==> src/rtl/core/clcd_pkg.sv <==
// Shared types, request codes and constant tables for the character LCD
// command sequencer. No dependencies.
package clcd_pkg;

    localparam int MAX_COLUMNS = 40;
    localparam int MaxXfers    = MAX_COLUMNS + 2;
    localparam int StepW       = $clog2(MaxXfers);
    localparam int CfgIdxW     = 1;
    localparam int CfgDataW    = 6;

    localparam logic [3:0] REQ_INIT       = 4'd0;
    localparam logic [3:0] REQ_CLEAR      = 4'd1;
    localparam logic [3:0] REQ_HOME       = 4'd2;
    localparam logic [3:0] REQ_DISP_ON    = 4'd3;
    localparam logic [3:0] REQ_DISP_OFF   = 4'd4;
    localparam logic [3:0] REQ_CURS_ON    = 4'd5;
    localparam logic [3:0] REQ_CURS_OFF   = 4'd6;
    localparam logic [3:0] REQ_BLINK_ON   = 4'd7;
    localparam logic [3:0] REQ_BLINK_OFF  = 4'd8;
    localparam logic [3:0] REQ_CLEAR_LINE = 4'd9;
    localparam logic [3:0] REQ_CHAR       = 4'd10;
    localparam logic [3:0] REQ_COMMAND    = 4'd11;
    localparam logic [3:0] REQ_SET_CURSOR = 4'd12;

    localparam logic [CfgIdxW-1:0] CFG_ROWS    = 1'd0;
    localparam logic [CfgIdxW-1:0] CFG_COLUMNS = 1'd1;

    localparam logic [7:0] CMD_CLEAR    = 8'h01;
    localparam logic [7:0] CMD_HOME     = 8'h02;
    localparam logic [7:0] CMD_ENTRY    = 8'h06;
    localparam logic [7:0] CMD_FUNCTION = 8'h28;
    localparam logic [7:0] CTRL_DEFAULT = 8'h0C;
    localparam logic [7:0] BIT_DISPLAY  = 8'h04;
    localparam logic [7:0] BIT_CURSOR   = 8'h02;
    localparam logic [7:0] BIT_BLINK    = 8'h01;
    localparam logic [7:0] CHAR_SPACE   = 8'h20;

    localparam logic [13:0] WAIT_POWER_UP = 14'd15000;
    localparam logic [12:0] WAIT_CMD      = 13'd50;
    localparam logic [12:0] WAIT_LONG     = 13'd2000;

    typedef struct packed {
        logic [7:0]  value;
        logic        reg_select;
        logic        nibble_only;
        logic [13:0] pre_wait;
        logic [12:0] post_wait;
        logic        last;
    } t_xfer;

    typedef struct packed {
        logic             load_req;
        logic             load_out;
        logic [StepW-1:0] step;
    } t_ctrl_cmd;

    typedef struct packed {
        logic none;
        logic last;
    } t_dp_status;

    function automatic logic [7:0] line_base(input logic [1:0] row);
        logic [7:0] base;
        unique case (row)
            2'd0:    base = 8'h80;
            2'd1:    base = 8'hC0;
            2'd2:    base = 8'h94;
            default: base = 8'hD4;
        endcase
        return base;
    endfunction

    function automatic t_xfer init_xfer(input logic [2:0] step);
        t_xfer x;
        x = '0;
        unique case (step)
            3'd0: begin
                x.value = 8'h03; x.nibble_only = 1'b1;
                x.pre_wait = WAIT_POWER_UP; x.post_wait = 13'd5000;
            end
            3'd1: begin
                x.value = 8'h03; x.nibble_only = 1'b1; x.post_wait = 13'd110;
            end
            3'd2: begin
                x.value = 8'h03; x.nibble_only = 1'b1; x.post_wait = 13'd110;
            end
            3'd3: begin
                x.value = 8'h02; x.nibble_only = 1'b1; x.post_wait = 13'd100;
            end
            3'd4: begin
                x.value = CMD_FUNCTION; x.post_wait = 13'd100;
            end
            3'd5: begin
                x.value = CMD_ENTRY; x.post_wait = WAIT_CMD;
            end
            3'd6: begin
                x.value = CTRL_DEFAULT; x.post_wait = WAIT_CMD;
            end
            default: begin
                x.value = CMD_CLEAR; x.post_wait = WAIT_LONG;
            end
        endcase
        return x;
    endfunction

endpackage

==> src/rtl/core/clcd_dp.sv <==
// Datapath of the character LCD sequencer: configuration, request and shadow
// registers, transfer generation and the output payload register. Uses clcd_pkg.
module clcd_dp
    import clcd_pkg::*;
(
    input  logic                i_clk,
    input  logic                i_rst_n,
    input  logic                i_cfg_we,
    input  logic [CfgIdxW-1:0]  i_cfg_index,
    input  logic [CfgDataW-1:0] i_cfg_data,
    input  logic [3:0]          i_req_type,
    input  logic [7:0]          i_char_or_cmd,
    input  logic [5:0]          i_column,
    input  logic [2:0]          i_row,
    input  t_ctrl_cmd           i_cmd,
    output t_dp_status          o_status,
    output t_xfer               o_xfer
);

    logic [2:0]       r_rows;
    logic [5:0]       r_cols;
    logic [7:0]       r_shadow;
    logic [7:0]       n_shadow;
    logic [3:0]       r_req;
    logic [7:0]       r_byte;
    logic [5:0]       r_col;
    logic [2:0]       r_row;
    t_xfer            r_xfer;
    t_xfer            n_xfer;
    logic [5:0]       eff_cols;
    logic [2:0]       eff_rows;
    logic [5:0]       cur_x;
    logic [2:0]       cur_y;
    logic [7:0]       cursor_byte;
    logic [StepW-1:0] count;
    logic             last;

    always_ff @(posedge i_clk) begin
        if (!i_rst_n) begin
            r_rows   <= 3'd2;
            r_cols   <= 6'd16;
            r_shadow <= '0;
        end else begin
            if (i_cfg_we && i_cfg_index == CFG_ROWS) begin
                r_rows <= i_cfg_data[2:0];
            end
            if (i_cfg_we && i_cfg_index == CFG_COLUMNS) begin
                r_cols <= i_cfg_data;
            end
            r_shadow <= n_shadow;
        end
    end

    always_ff @(posedge i_clk) begin
        if (i_cmd.load_req) begin
            r_req  <= i_req_type;
            r_byte <= i_char_or_cmd;
            r_col  <= i_column;
            r_row  <= i_row;
        end
        if (i_cmd.load_out) begin
            r_xfer <= n_xfer;
        end
    end

    always_comb begin
        n_shadow = r_shadow;
        if (i_cmd.load_req) begin
            unique case (i_req_type)
                REQ_INIT:      n_shadow = CTRL_DEFAULT;
                REQ_DISP_ON:   n_shadow = r_shadow | BIT_DISPLAY;
                REQ_DISP_OFF:  n_shadow = r_shadow & ~BIT_DISPLAY;
                REQ_CURS_ON:   n_shadow = r_shadow | BIT_CURSOR;
                REQ_CURS_OFF:  n_shadow = r_shadow & ~BIT_CURSOR;
                REQ_BLINK_ON:  n_shadow = r_shadow | BIT_BLINK;
                REQ_BLINK_OFF: n_shadow = r_shadow & ~BIT_BLINK;
                default:       n_shadow = r_shadow;
            endcase
        end
    end

    always_comb begin
        if (r_cols == 6'd0) begin
            eff_cols = 6'd1;
        end else if (r_cols > 6'(MAX_COLUMNS)) begin
            eff_cols = 6'(MAX_COLUMNS);
        end else begin
            eff_cols = r_cols;
        end
        if (r_rows == 3'd0) begin
            eff_rows = 3'd1;
        end else if (r_rows > 3'd4) begin
            eff_rows = 3'd4;
        end else begin
            eff_rows = r_rows;
        end
        cur_x = '0;
        if (r_req == REQ_SET_CURSOR) begin
            cur_x = (r_col >= eff_cols) ? eff_cols - 6'd1 : r_col;
        end
        cur_y       = (r_row >= eff_rows) ? eff_rows - 3'd1 : r_row;
        cursor_byte = line_base(cur_y[1:0]) + {2'b00, cur_x};
    end

    always_comb begin
        unique case (r_req)
            REQ_INIT:       count = StepW'(8);
            REQ_CLEAR_LINE: count = StepW'(eff_cols) + StepW'(2);
            REQ_CLEAR, REQ_HOME, REQ_DISP_ON, REQ_DISP_OFF, REQ_CURS_ON,
            REQ_CURS_OFF, REQ_BLINK_ON, REQ_BLINK_OFF, REQ_CHAR, REQ_COMMAND,
            REQ_SET_CURSOR: count = StepW'(1);
            default:        count = '0;
        endcase
        last = (i_cmd.step == count - StepW'(1));
    end

    always_comb begin
        n_xfer           = '0;
        n_xfer.post_wait = WAIT_CMD;
        unique case (r_req)
            REQ_INIT:  n_xfer = init_xfer(i_cmd.step[2:0]);
            REQ_CLEAR: begin
                n_xfer.value = CMD_CLEAR; n_xfer.post_wait = WAIT_LONG;
            end
            REQ_HOME: begin
                n_xfer.value = CMD_HOME; n_xfer.post_wait = WAIT_LONG;
            end
            REQ_DISP_ON, REQ_DISP_OFF, REQ_CURS_ON, REQ_CURS_OFF,
            REQ_BLINK_ON, REQ_BLINK_OFF: n_xfer.value = r_shadow;
            REQ_CLEAR_LINE: begin
                if (i_cmd.step == '0 || last) begin
                    n_xfer.value = cursor_byte;
                end else begin
                    n_xfer.value      = CHAR_SPACE;
                    n_xfer.reg_select = 1'b1;
                end
            end
            REQ_CHAR: begin
                n_xfer.value = r_byte; n_xfer.reg_select = 1'b1;
            end
            REQ_COMMAND:    n_xfer.value = r_byte;
            REQ_SET_CURSOR: n_xfer.value = cursor_byte;
            default:        n_xfer.value = '0;
        endcase
        n_xfer.last = last;
    end

    assign o_status.none = (count == '0);
    assign o_status.last = last;
    assign o_xfer        = r_xfer;

endmodule

==> src/rtl/core/clcd_ctrl.sv <==
// Controller of the character LCD sequencer: the idle/run state machine, the
// transfer step counter and the output valid flag. Uses clcd_pkg.
module clcd_ctrl
    import clcd_pkg::*;
(
    input  logic       i_clk,
    input  logic       i_rst_n,
    input  logic       i_valid,
    output logic       o_ready,
    output logic       o_valid,
    input  logic       i_ready,
    input  t_dp_status i_status,
    output t_ctrl_cmd  o_cmd
);

    localparam logic ST_IDLE = 1'b0;
    localparam logic ST_RUN  = 1'b1;

    logic             r_state;
    logic             n_state;
    logic [StepW-1:0] r_step;
    logic [StepW-1:0] n_step;
    logic             r_out_valid;
    logic             n_out_valid;
    logic             load_req;
    logic             load_out;

    always_ff @(posedge i_clk) begin
        if (!i_rst_n) begin
            r_state     <= ST_IDLE;
            r_step      <= '0;
            r_out_valid <= 1'b0;
        end else begin
            r_state     <= n_state;
            r_step      <= n_step;
            r_out_valid <= n_out_valid;
        end
    end

    always_comb begin
        n_state  = r_state;
        n_step   = r_step;
        load_req = 1'b0;
        load_out = 1'b0;
        unique case (r_state)
            ST_IDLE: begin
                if (i_valid) begin
                    load_req = 1'b1;
                    n_step   = '0;
                    n_state  = ST_RUN;
                end
            end
            ST_RUN: begin
                if (i_status.none) begin
                    n_state = ST_IDLE;
                end else if (!r_out_valid || i_ready) begin
                    load_out = 1'b1;
                    n_step   = r_step + StepW'(1);
                    if (i_status.last) begin
                        n_state = ST_IDLE;
                    end
                end
            end
        endcase
        n_out_valid = load_out ? 1'b1 : (r_out_valid && !i_ready);
    end

    assign o_ready        = (r_state == ST_IDLE);
    assign o_valid        = r_out_valid;
    assign o_cmd.load_req = load_req;
    assign o_cmd.load_out = load_out;
    assign o_cmd.step     = r_step;

endmodule

==> src/rtl/core/char_lcd_command_sequencer.sv <==
// Top level of the character LCD command sequencer: joins the controller and
// the datapath. Uses clcd_pkg, clcd_ctrl and clcd_dp.
//
//   Channel   Handshake             Payload
//   request   i_valid / o_ready     i_req_type, i_char_or_cmd, i_column, i_row
//   transfer  o_valid / i_ready     o_xfer_value .. o_last_of_run
//   config    i_cfg_we              i_cfg_index, i_cfg_data
//
// A request is accepted while idle and then gives one transfer per cycle from
// the step counter while the sink takes them; a line clear on a 40-column
// display gives 42 transfers, and an unused request code gives no transfer
// but still passes through the run state before the block is ready again.
// The transfer register stalls the step counter while a transfer waits.
// Reset is synchronous; it restores 2 rows, 16 columns and a zero shadow.
module char_lcd_command_sequencer
    import clcd_pkg::*;
(
    input  logic                i_clk,
    input  logic                i_rst_n,
    input  logic                i_cfg_we,
    input  logic [CfgIdxW-1:0]  i_cfg_index,
    input  logic [CfgDataW-1:0] i_cfg_data,
    input  logic                i_valid,
    output logic                o_ready,
    input  logic [3:0]          i_req_type,
    input  logic [7:0]          i_char_or_cmd,
    input  logic [5:0]          i_column,
    input  logic [2:0]          i_row,
    output logic                o_valid,
    input  logic                i_ready,
    output logic [7:0]          o_xfer_value,
    output logic                o_reg_select,
    output logic                o_nibble_only,
    output logic [13:0]         o_pre_wait_us,
    output logic [12:0]         o_post_wait_us,
    output logic                o_last_of_run
);

    t_ctrl_cmd  cmd;
    t_dp_status status;
    t_xfer      xfer;

    clcd_ctrl u_ctrl (
        .i_clk    (i_clk),
        .i_rst_n  (i_rst_n),
        .i_valid  (i_valid),
        .o_ready  (o_ready),
        .o_valid  (o_valid),
        .i_ready  (i_ready),
        .i_status (status),
        .o_cmd    (cmd)
    );

    clcd_dp u_dp (
        .i_clk         (i_clk),
        .i_rst_n       (i_rst_n),
        .i_cfg_we      (i_cfg_we),
        .i_cfg_index   (i_cfg_index),
        .i_cfg_data    (i_cfg_data),
        .i_req_type    (i_req_type),
        .i_char_or_cmd (i_char_or_cmd),
        .i_column      (i_column),
        .i_row         (i_row),
        .i_cmd         (cmd),
        .o_status      (status),
        .o_xfer        (xfer)
    );

    assign o_xfer_value   = xfer.value;
    assign o_reg_select   = xfer.reg_select;
    assign o_nibble_only  = xfer.nibble_only;
    assign o_pre_wait_us  = xfer.pre_wait;
    assign o_post_wait_us = xfer.post_wait;
    assign o_last_of_run  = xfer.last;

    a_busy_after_accept : assert property (@(posedge i_clk) disable iff (!i_rst_n)
        (i_valid && o_ready) |=> !o_ready)
        else $error("sequencer ready in the cycle after accepting an item");

    a_step_in_range : assert property (@(posedge i_clk) disable iff (!i_rst_n)
        cmd.step <= StepW'(MaxXfers))
        else $error("transfer step beyond the longest request");

    a_idle_after_last : assert property (@(posedge i_clk) disable iff (!i_rst_n)
        (cmd.load_out && status.last) |=> (o_ready && o_valid && o_last_of_run))
        else $error("last transfer loaded without returning to idle");

    a_no_load_when_stalled : assert property (@(posedge i_clk) disable iff (!i_rst_n)
        (o_valid && !i_ready) |-> !cmd.load_out)
        else $error("transfer register overwritten while stalled");

endmodule

==> config.mk <==
export PLATFORM = sky130hd
export DESIGN_NAME = char_lcd_command_sequencer
export DESIGN_NICKNAME = d
export VERILOG_FILES = /design/src/rtl/core/clcd_pkg.sv /design/src/rtl/core/clcd_dp.sv /design/src/rtl/core/clcd_ctrl.sv /design/src/rtl/core/char_lcd_command_sequencer.sv
export SDC_FILE = /design/constraint.sdc
export NUM_CORES = 1
export LEC_CHECK = 0
export BUFFER_PORTS_ARGS = -buffer_cell sky130_fd_sc_hd__buf_2
export CAP_MARGIN = 10
export CORE_MARGIN = 2
export CORE_UTILIZATION = 60
export DETAILED_ROUTE_END_ITERATION = 6
export PLACE_DENSITY = 0.83
export SLEW_MARGIN = 25
export SYNTH_ARGS = -nofsm -noshare
export SYNTH_HDL_FRONTEND = slang
export SYNTH_HIERARCHICAL = 1
export SYNTH_SLANG_ARGS = --single-unit
==> constraint.sdc <==
create_clock -name i_clk -period 12.4 [get_ports i_clk]
set_clock_uncertainty 0.05 [all_clocks]
set_input_delay 2.48 -clock i_clk [delete_from_list [all_inputs] [get_ports i_clk]]
set_output_delay 2.48 -clock i_clk [all_outputs]
set_load 0.01 [all_outputs]
==> flow_metrics.env, run 1 <==
export IMPL_outcome="complete, no violations"
export IMPL_cts_sinks=63
export IMPL_synth_common_cells="edfxtp_1 (42), nand2_1 (37), a21oi_1 (26), nor2_1 (24), dfxtp_1 (21)"
export IMPL_io_buffers=63
export IMPL_period_share_pct=36.4
export IMPL_yosysTopAreaCellShare_pct=33.8
export IMPL_antenna_found_initial=0
export IMPL_avgRoutedWirePerCell_um=15.4
export IMPL_clk_pin_slew_ns=0.07
export IMPL_post_synth_top_count_cell="edfxtp_1"
export IMPL_grt_max_degree=28
export IMPL_worst_slew_pin_slew_ns=0.960
export IMPL_power_internal_uw=378
export IMPL_start_util_pct=62.6
export IMPL_cts_tree="yes"
export IMPL_drt_iter0_markers=213
export IMPL_drtPass1Iterations=4
export IMPL_yosysSeqAreaShare_pct=45.1
export IMPL_clk_latency_ns=0.35
export IMPL_postCtsSetupRepairBufs=0
export IMPL_grt_usage_pct=23.4
export IMPL_drive_gt1_share_pct=20.8
export IMPL_finalSetupViolations=0
export IMPL_worst_endpoint_required_ns=12.46
export IMPL_hpwlAfterDp_mm=5.72
export IMPL_synth_top_area_cell="edfxtp_1"
export IMPL_max_cap_viol_count=0
export IMPL_synth_edf_count=42
export IMPL_n_fill_cell=470
export IMPL_totalWireLength_mm=7.89
export IMPL_core_area_um2=5960
export IMPL_leakage_nw=1.70
export IMPL_layout_setup_ws_ns=7.89
export IMPL_cp_arrival_ns=4.57
export IMPL_fin_util_pct=70.0
export IMPL_viasPerCell=5.87
export IMPL_min_period_ns=4.51
export IMPL_ant_nets=0
export IMPL_combPwrFrac_pct=16.6
export IMPL_cp_max_fo=10
export IMPL_final_nets=484
export IMPL_ir_drop_v=0.0000854
export IMPL_n_antenna_cell=0
export IMPL_grt_overflow_total=0
export IMPL_hold_path_class="flop to flop"
export IMPL_swShare_pct=27.1
export IMPL_fp_row_count=28
export IMPL_max_slew_margin_pct=35.9
export IMPL_cts_buffers_inserted=9
export IMPL_max_freq_mhz=222
export IMPL_area_delta_synth_final_pct=11.7
export IMPL_power_frac_clock_pct=34.9
export IMPL_synthFlopType="edfxtp_1"
export IMPL_grt_pass1_wl_mm=12.8
export IMPL_ys_warn_count=6
export IMPL_clock_path_buffers=2
export IMPL_place_congestion=0.915
export IMPL_netlist_area_um2=3730
export IMPL_rsz0062_at_grt="no"
export IMPL_p_per_area_nw_per_um2=124
export IMPL_route_detailed_drc=0
export IMPL_yosys_top_cells_area="edfxtp_1 (34%), dfxtp_1 (11%), ha_1 (6.4%)"
export IMPL_yosysUniqueCellTypes=64
export IMPL_ys_async_sr_fraction_pct=0
export IMPL_synth_area_per_cell_um2=9.69
export IMPL_pwr_share_seq_pct=48.4
export IMPL_final_max_slew_viol_count=0
export IMPL_pin_count=73
export IMPL_h_tree_depth=3
export IMPL_grt_pass1_vias=2739
export IMPL_hold_violations=0
export IMPL_setup_tns_ns=0
export IMPL_start_kind="flop"
export IMPL_synth_seq_cells=63
export IMPL_path_class="flop to flop"
export IMPL_synth_cells=385
export IMPL_cts_hold_buf=0
export IMPL_root_buffer="clkbuf_8"
export IMPL_die_area_um2=6860
export IMPL_place_ws_ns=7.95
export IMPL_die_h_um=82.9
export IMPL_p_switching_uw=141
export IMPL_vias=3003
export IMPL_placed_cell_area_um2=3960
export IMPL_die_x_um=82.9
export IMPL_post_cts_resized=0
export IMPL_total_power_uw=518
export IMPL_cp_end_kind="flop"
export IMPL_fin_area_um2=4170
## state kept, by name (all words and copies together), names as in the netlist
| signal | flops |
|---|---|
| u_dp/o_xfer | 21 |
| u_dp/r_byte | 8 |
| u_ctrl/r_step | 6 |
| u_dp/r_col | 6 |
| u_dp/r_cols | 6 |
| u_dp/r_req | 4 |
| u_dp/r_shadow | 4 |
| u_dp/r_row | 3 |
| u_dp/r_rows | 3 |
| u_ctrl/o_valid | 1 |
| u_ctrl/r_state | 1 |
## logic make-up after synthesis
group | Yosys count | share of synthesized area [%]
simple gates | 137 | 19.3
other cells | 1 | 0.101
mux | 2 | 0.537
flops | 63 | 45.1
xor+xnor | 19 | 4.46
fa+ha+maj | 19 | 6.37
compound gates | 91 | 16.7
buf+inv | 53 | 7.44
## cells in the final DEF (no fill, tap or decap), types with 3 or more instances in the layout
| master | count |
|---|---|
| xnor2_1 | 10 |
| a21o_1 | 8 |
| nand3_1 | 18 |
| nand2b_1 | 8 |
| conb_1 | 9 |
| a211oi_1 | 5 |
| o21ai_1 | 4 |
| o21ai_0 | 13 |
| nor3b_1 | 5 |
| xor2_1 | 9 |
| edfxtp_1 | 42 |
| nor2b_1 | 5 |
| a31oi_1 | 5 |
| dfxtp_1 | 21 |
| ha_1 | 19 |
| o31ai_1 | 3 |
| buf_2 | 63 |
| a21oi_1 | 26 |
| clkbuf_8 | 11 |
| nand2_1 | 37 |
| or4_1 | 3 |
| inv_1 | 18 |
| nor3_1 | 8 |
| nor2_1 | 23 |
| nor4_1 | 3 |
| nand4_1 | 4 |
## layer usage
metal | up-vias | track usage [%] | share of wire (%)
met5 | - | 0 | 0
met4 | 0 | 10.7 | 2.3
met3 | 18 | 7.85 | 8.7
met2 | 144 | 36.4 | 46
met1 | 1373 | 29.5 | 43
li1 | 1468 | - | -
## metrics by stage
step / cells / hold slack, ns
2_1_floorplan: 393 / 0.376
3_3_place_gp: 496 / 0.420
3_5_place_dp: 496 / 0.429
4_1_cts: 512 / 0.439
5_1_grt: 512 / 0.476
6_report: 512 / 0.445
## path summary, 6_finish.rpt
check,startpoint,depth (start not counted),slack [ns],end
setup reg to reg,u_dp/r_cols[4]$_SDFFE_PN1P_,16,7.89,u_dp/o_xfer[35]$_SDFFCE_PN0P_
setup / recovery,u_dp/r_cols[4]$_SDFFE_PN1P_,16,7.89,u_dp/o_xfer[35]$_SDFFCE_PN0P_
hold / removal,u_dp/r_shadow[3]$_SDFFE_PN0P_,2,0.45,u_dp/r_shadow[3]$_SDFFE_PN0P_
hold reg to reg,u_dp/r_shadow[3]$_SDFFE_PN0P_,2,0.45,u_dp/r_shadow[3]$_SDFFE_PN0P_
## worst max-delay path, cell delays in order (launching register included)
cell	delay [ns]
dfxtp_1	0.55
nor2_1	0.12
o22ai_1	0.29
inv_1	0.10
ha_1	0.27
nand2b_1	0.14
a2111oi_0	0.63
o31ai_1	0.34
mux2i_1	0.23
nor2_1	0.07
ha_1	0.35
and3_1	0.18
a31oi_1	0.18
o31a_1	0.20
xor2_1	0.23
o21ai_0	0.14
a21o_1	0.19
## power groups by stage
stage | Combinational (mW) | Clock (mW) | Sequential, mW
3_5_place_dp | 0.0847 | 0 | 0.255
6_report | 0.0862 | 0.181 | 0.251
2_1_floorplan | 0.0667 | 0 | 0.252
3_3_place_gp | 0.0821 | 0 | 0.255
5_1_grt | 0.0957 | 0.194 | 0.253
4_1_cts | 0.0854 | 0.185 | 0.251
## cell type report
class,count,area [µm²],area share [%]
Timing Repair Buffer,63,315,7.57
Sequential cell,63,1680,40.3
Inverter,18,67.6,1.62
Tap cell,75,93.8,2.25
Multi-Input combinational cell,277,1810,43.4
Clock inverter,3,41.3,0.991
Clock buffer,13,159,3.81
No activity file was read; power rests on OpenSTA's default activity.
==> inputs of run 2 (changes only) <==
CORE_UTILIZATION = 50   (was 60)
PLACE_DENSITY = 0.73   (was 0.83)
clock period = 3.85 ns   (was 12.4 ns; I/O delays follow)
==> flow_metrics.env, run 2 (synthesis results as in run 1) <==
export IMPL_grt_overflow_total=0
export IMPL_clk_pin_slew_ns=0.07
export IMPL_worst_endpoint_required_ns=3.90
export IMPL_grt_max_degree=28
export IMPL_area_delta_synth_final_pct=17.2
export IMPL_slowest_stage="a2111oi_4"
export IMPL_die_h_um=90.4
export IMPL_postCtsSetupRepairBufs=0
export IMPL_max_slew_margin_pct=42.1
export IMPL_grt_pass1_vias=2825
export IMPL_period_share_pct=95.6
export IMPL_layout_setup_ws_ns=0.170
export IMPL_drt_iter0_markers=192
export IMPL_grt_usage_pct=19.6
export IMPL_worst_slew_pin_slew_ns=0.860
export IMPL_vias=3028
export IMPL_clock_path_buffers=2
export IMPL_outcome="complete, no violations"
export IMPL_largest_reg_flops=21
export IMPL_p_per_area_nw_per_um2=402
export IMPL_leakage_nw=1.78
export IMPL_cp_arrival_ns=3.73
export IMPL_total_power_mw=1.76
export IMPL_antenna_found_initial=0
export IMPL_place_ws_ns=0.0776
export IMPL_drtPass1Iterations=5
export IMPL_max_cap_viol_count=0
export IMPL_core_area_um2=7250
export IMPL_finalSetupViolations=0
export IMPL_grt_pass1_wl_mm=13.0
export IMPL_totalWireLength_mm=7.89
export IMPL_crit_chain="nor2b_1 -> o22ai_1 -> inv_1 -> ha_1 -> nand2b_1 -> a2111oi_4 -> o31ai_2 -> mux2i_1 -> nor2_1 -> ha_1 -> and3_1 -> a31oi_1 -> o31a_1 -> xor2_2 -> o21ai_0 -> a21o_1"
export IMPL_die_x_um=90.4
export IMPL_die_area_um2=8170
export IMPL_critical_path_max_stage_delay_ns=0.42
export IMPL_path_common_cell="ha_1"
export IMPL_cts_tree="yes"
export IMPL_mostFrequentLayoutCell="buf_2"
export IMPL_root_buffer="clkbuf_8"
export IMPL_min_period_ns=3.68
export IMPL_cts_sinks=63
export IMPL_place_congestion=0.875
export IMPL_ir_drop_v=0.000171
export IMPL_viasPerCell=5.50
export IMPL_cts_buffers_inserted=9
export IMPL_start_util_pct=51.4
export IMPL_pin_count=73
export IMPL_final_max_slew_viol_count=0
export IMPL_hold_path_class="flop to flop"
export IMPL_h_tree_depth=3
export IMPL_path_class="flop to flop"
export IMPL_final_cell_mix="buf_2 (63), edfxtp_1 (42), nand2_1 (37)"
export IMPL_hpwlAfterDp_mm=5.97
export IMPL_clk_latency_ns=0.34
export IMPL_n_antenna_cell=0
export IMPL_io_buffers=63
export IMPL_avgRoutedWirePerCell_um=14.3
export IMPL_cp_max_fo=6
export IMPL_hold_violations=0
export IMPL_max_freq_mhz=272
export IMPL_n_fill_cell=648
export IMPL_ant_nets=0
export IMPL_route_detailed_drc=0
export IMPL_final_cell_count_no_fill=551
export IMPL_fin_util_pct=60.3
export IMPL_drive_gt1_share_pct=24.6
export IMPL_fp_row_count=31
export IMPL_dp_cells=535
export IMPL_start_kind="flop"
export IMPL_cp_end_kind="flop"
export IMPL_final_nets=499
==> run 2: metal layers <==
| layer | GRT usage, % | vias to the layer above | part of all wire [%] | wire length [µm] |
|---|---|---|---|---|
| met5 | 0 | - | 0 | 0 |
| met4 | 7.18 | 0 | 2.0 | 161 |
| met3 | 4.76 | 19 | 5.4 | 422 |
| met2 | 32.8 | 107 | 48 | 3770 |
| met1 | 24.6 | 1401 | 45 | 3530 |
| li1 | - | 1501 | - | - |
==> run 2: worst max-delay path: cells and delay by family (launching register included) <==
kind | cells | cell delay, ns
muxes | 1 | 0.18
AOI/OAI and AO/OA | 7 | 1.43
adders and majority gates | 2 | 0.57
and+or+nand+nor | 4 | 0.54
xor gates and xnor gates | 1 | 0.20
buffers and inverters | 1 | 0.10
DFF | 1 | 0.35
==> run 2: worst paths after layout <==
kind | depth (start not counted) | startpoint | slack (ns) | end
worst min-delay path | 2 | u_dp/r_shadow[3]$_SDFFE_PN0P_ | 0.44 | u_dp/r_shadow[3]$_SDFFE_PN0P_
worst max register to register | 16 | u_dp/r_cols[0]$_SDFFE_PN0P_ | 0.17 | u_dp/o_xfer[35]$_SDFFCE_PN0P_
worst max-delay path | 16 | u_dp/r_cols[0]$_SDFFE_PN0P_ | 0.17 | u_dp/o_xfer[35]$_SDFFCE_PN0P_
worst min register to register | 2 | u_dp/r_shadow[3]$_SDFFE_PN0P_ | 0.44 | u_dp/r_shadow[3]$_SDFFE_PN0P_
==> run 2: metrics by stage <==
stage / hold slack, ns / instance area (µm²) / TNS (ns)
2_1_floorplan: 0.376 / 3760 / 0
3_3_place_gp: 0.416 / 4110 / 0
3_5_place_dp: 0.419 / 4110 / 0
4_1_cts: 0.431 / 4340 / 0
5_1_grt: 0.444 / 4370 / -0.0207
6_report: 0.436 / 4370 / 0
==> run 2: area by class of cell <==
type                       instances  area [µm²]  area share, %
sequential                        63        1680           38.5
clock inverter                     5        80.1           1.83
multi-input combinational        277        1840           42.1
clock buffer                      11         151           3.46
inverter                          18        67.6           1.55
timing repair buffer              78         428           9.79
tap                               99         124           2.83
==> run 2: where the power goes <==
group          switching [mW]  leakage [nW]  internal, mW
logic                   0.185          1.10         0.128
registers              0.0251         0.566         0.772
clock network           0.249         0.113         0.398
==> run 2: what timing repair did <==
action / 4_1_cts / 5_1_grt
setup endpoints to repair: 1 / 2
hold endpoints to repair: 0 / 0
resized for setup: 1 / 5
hold buffers: 0 / 0
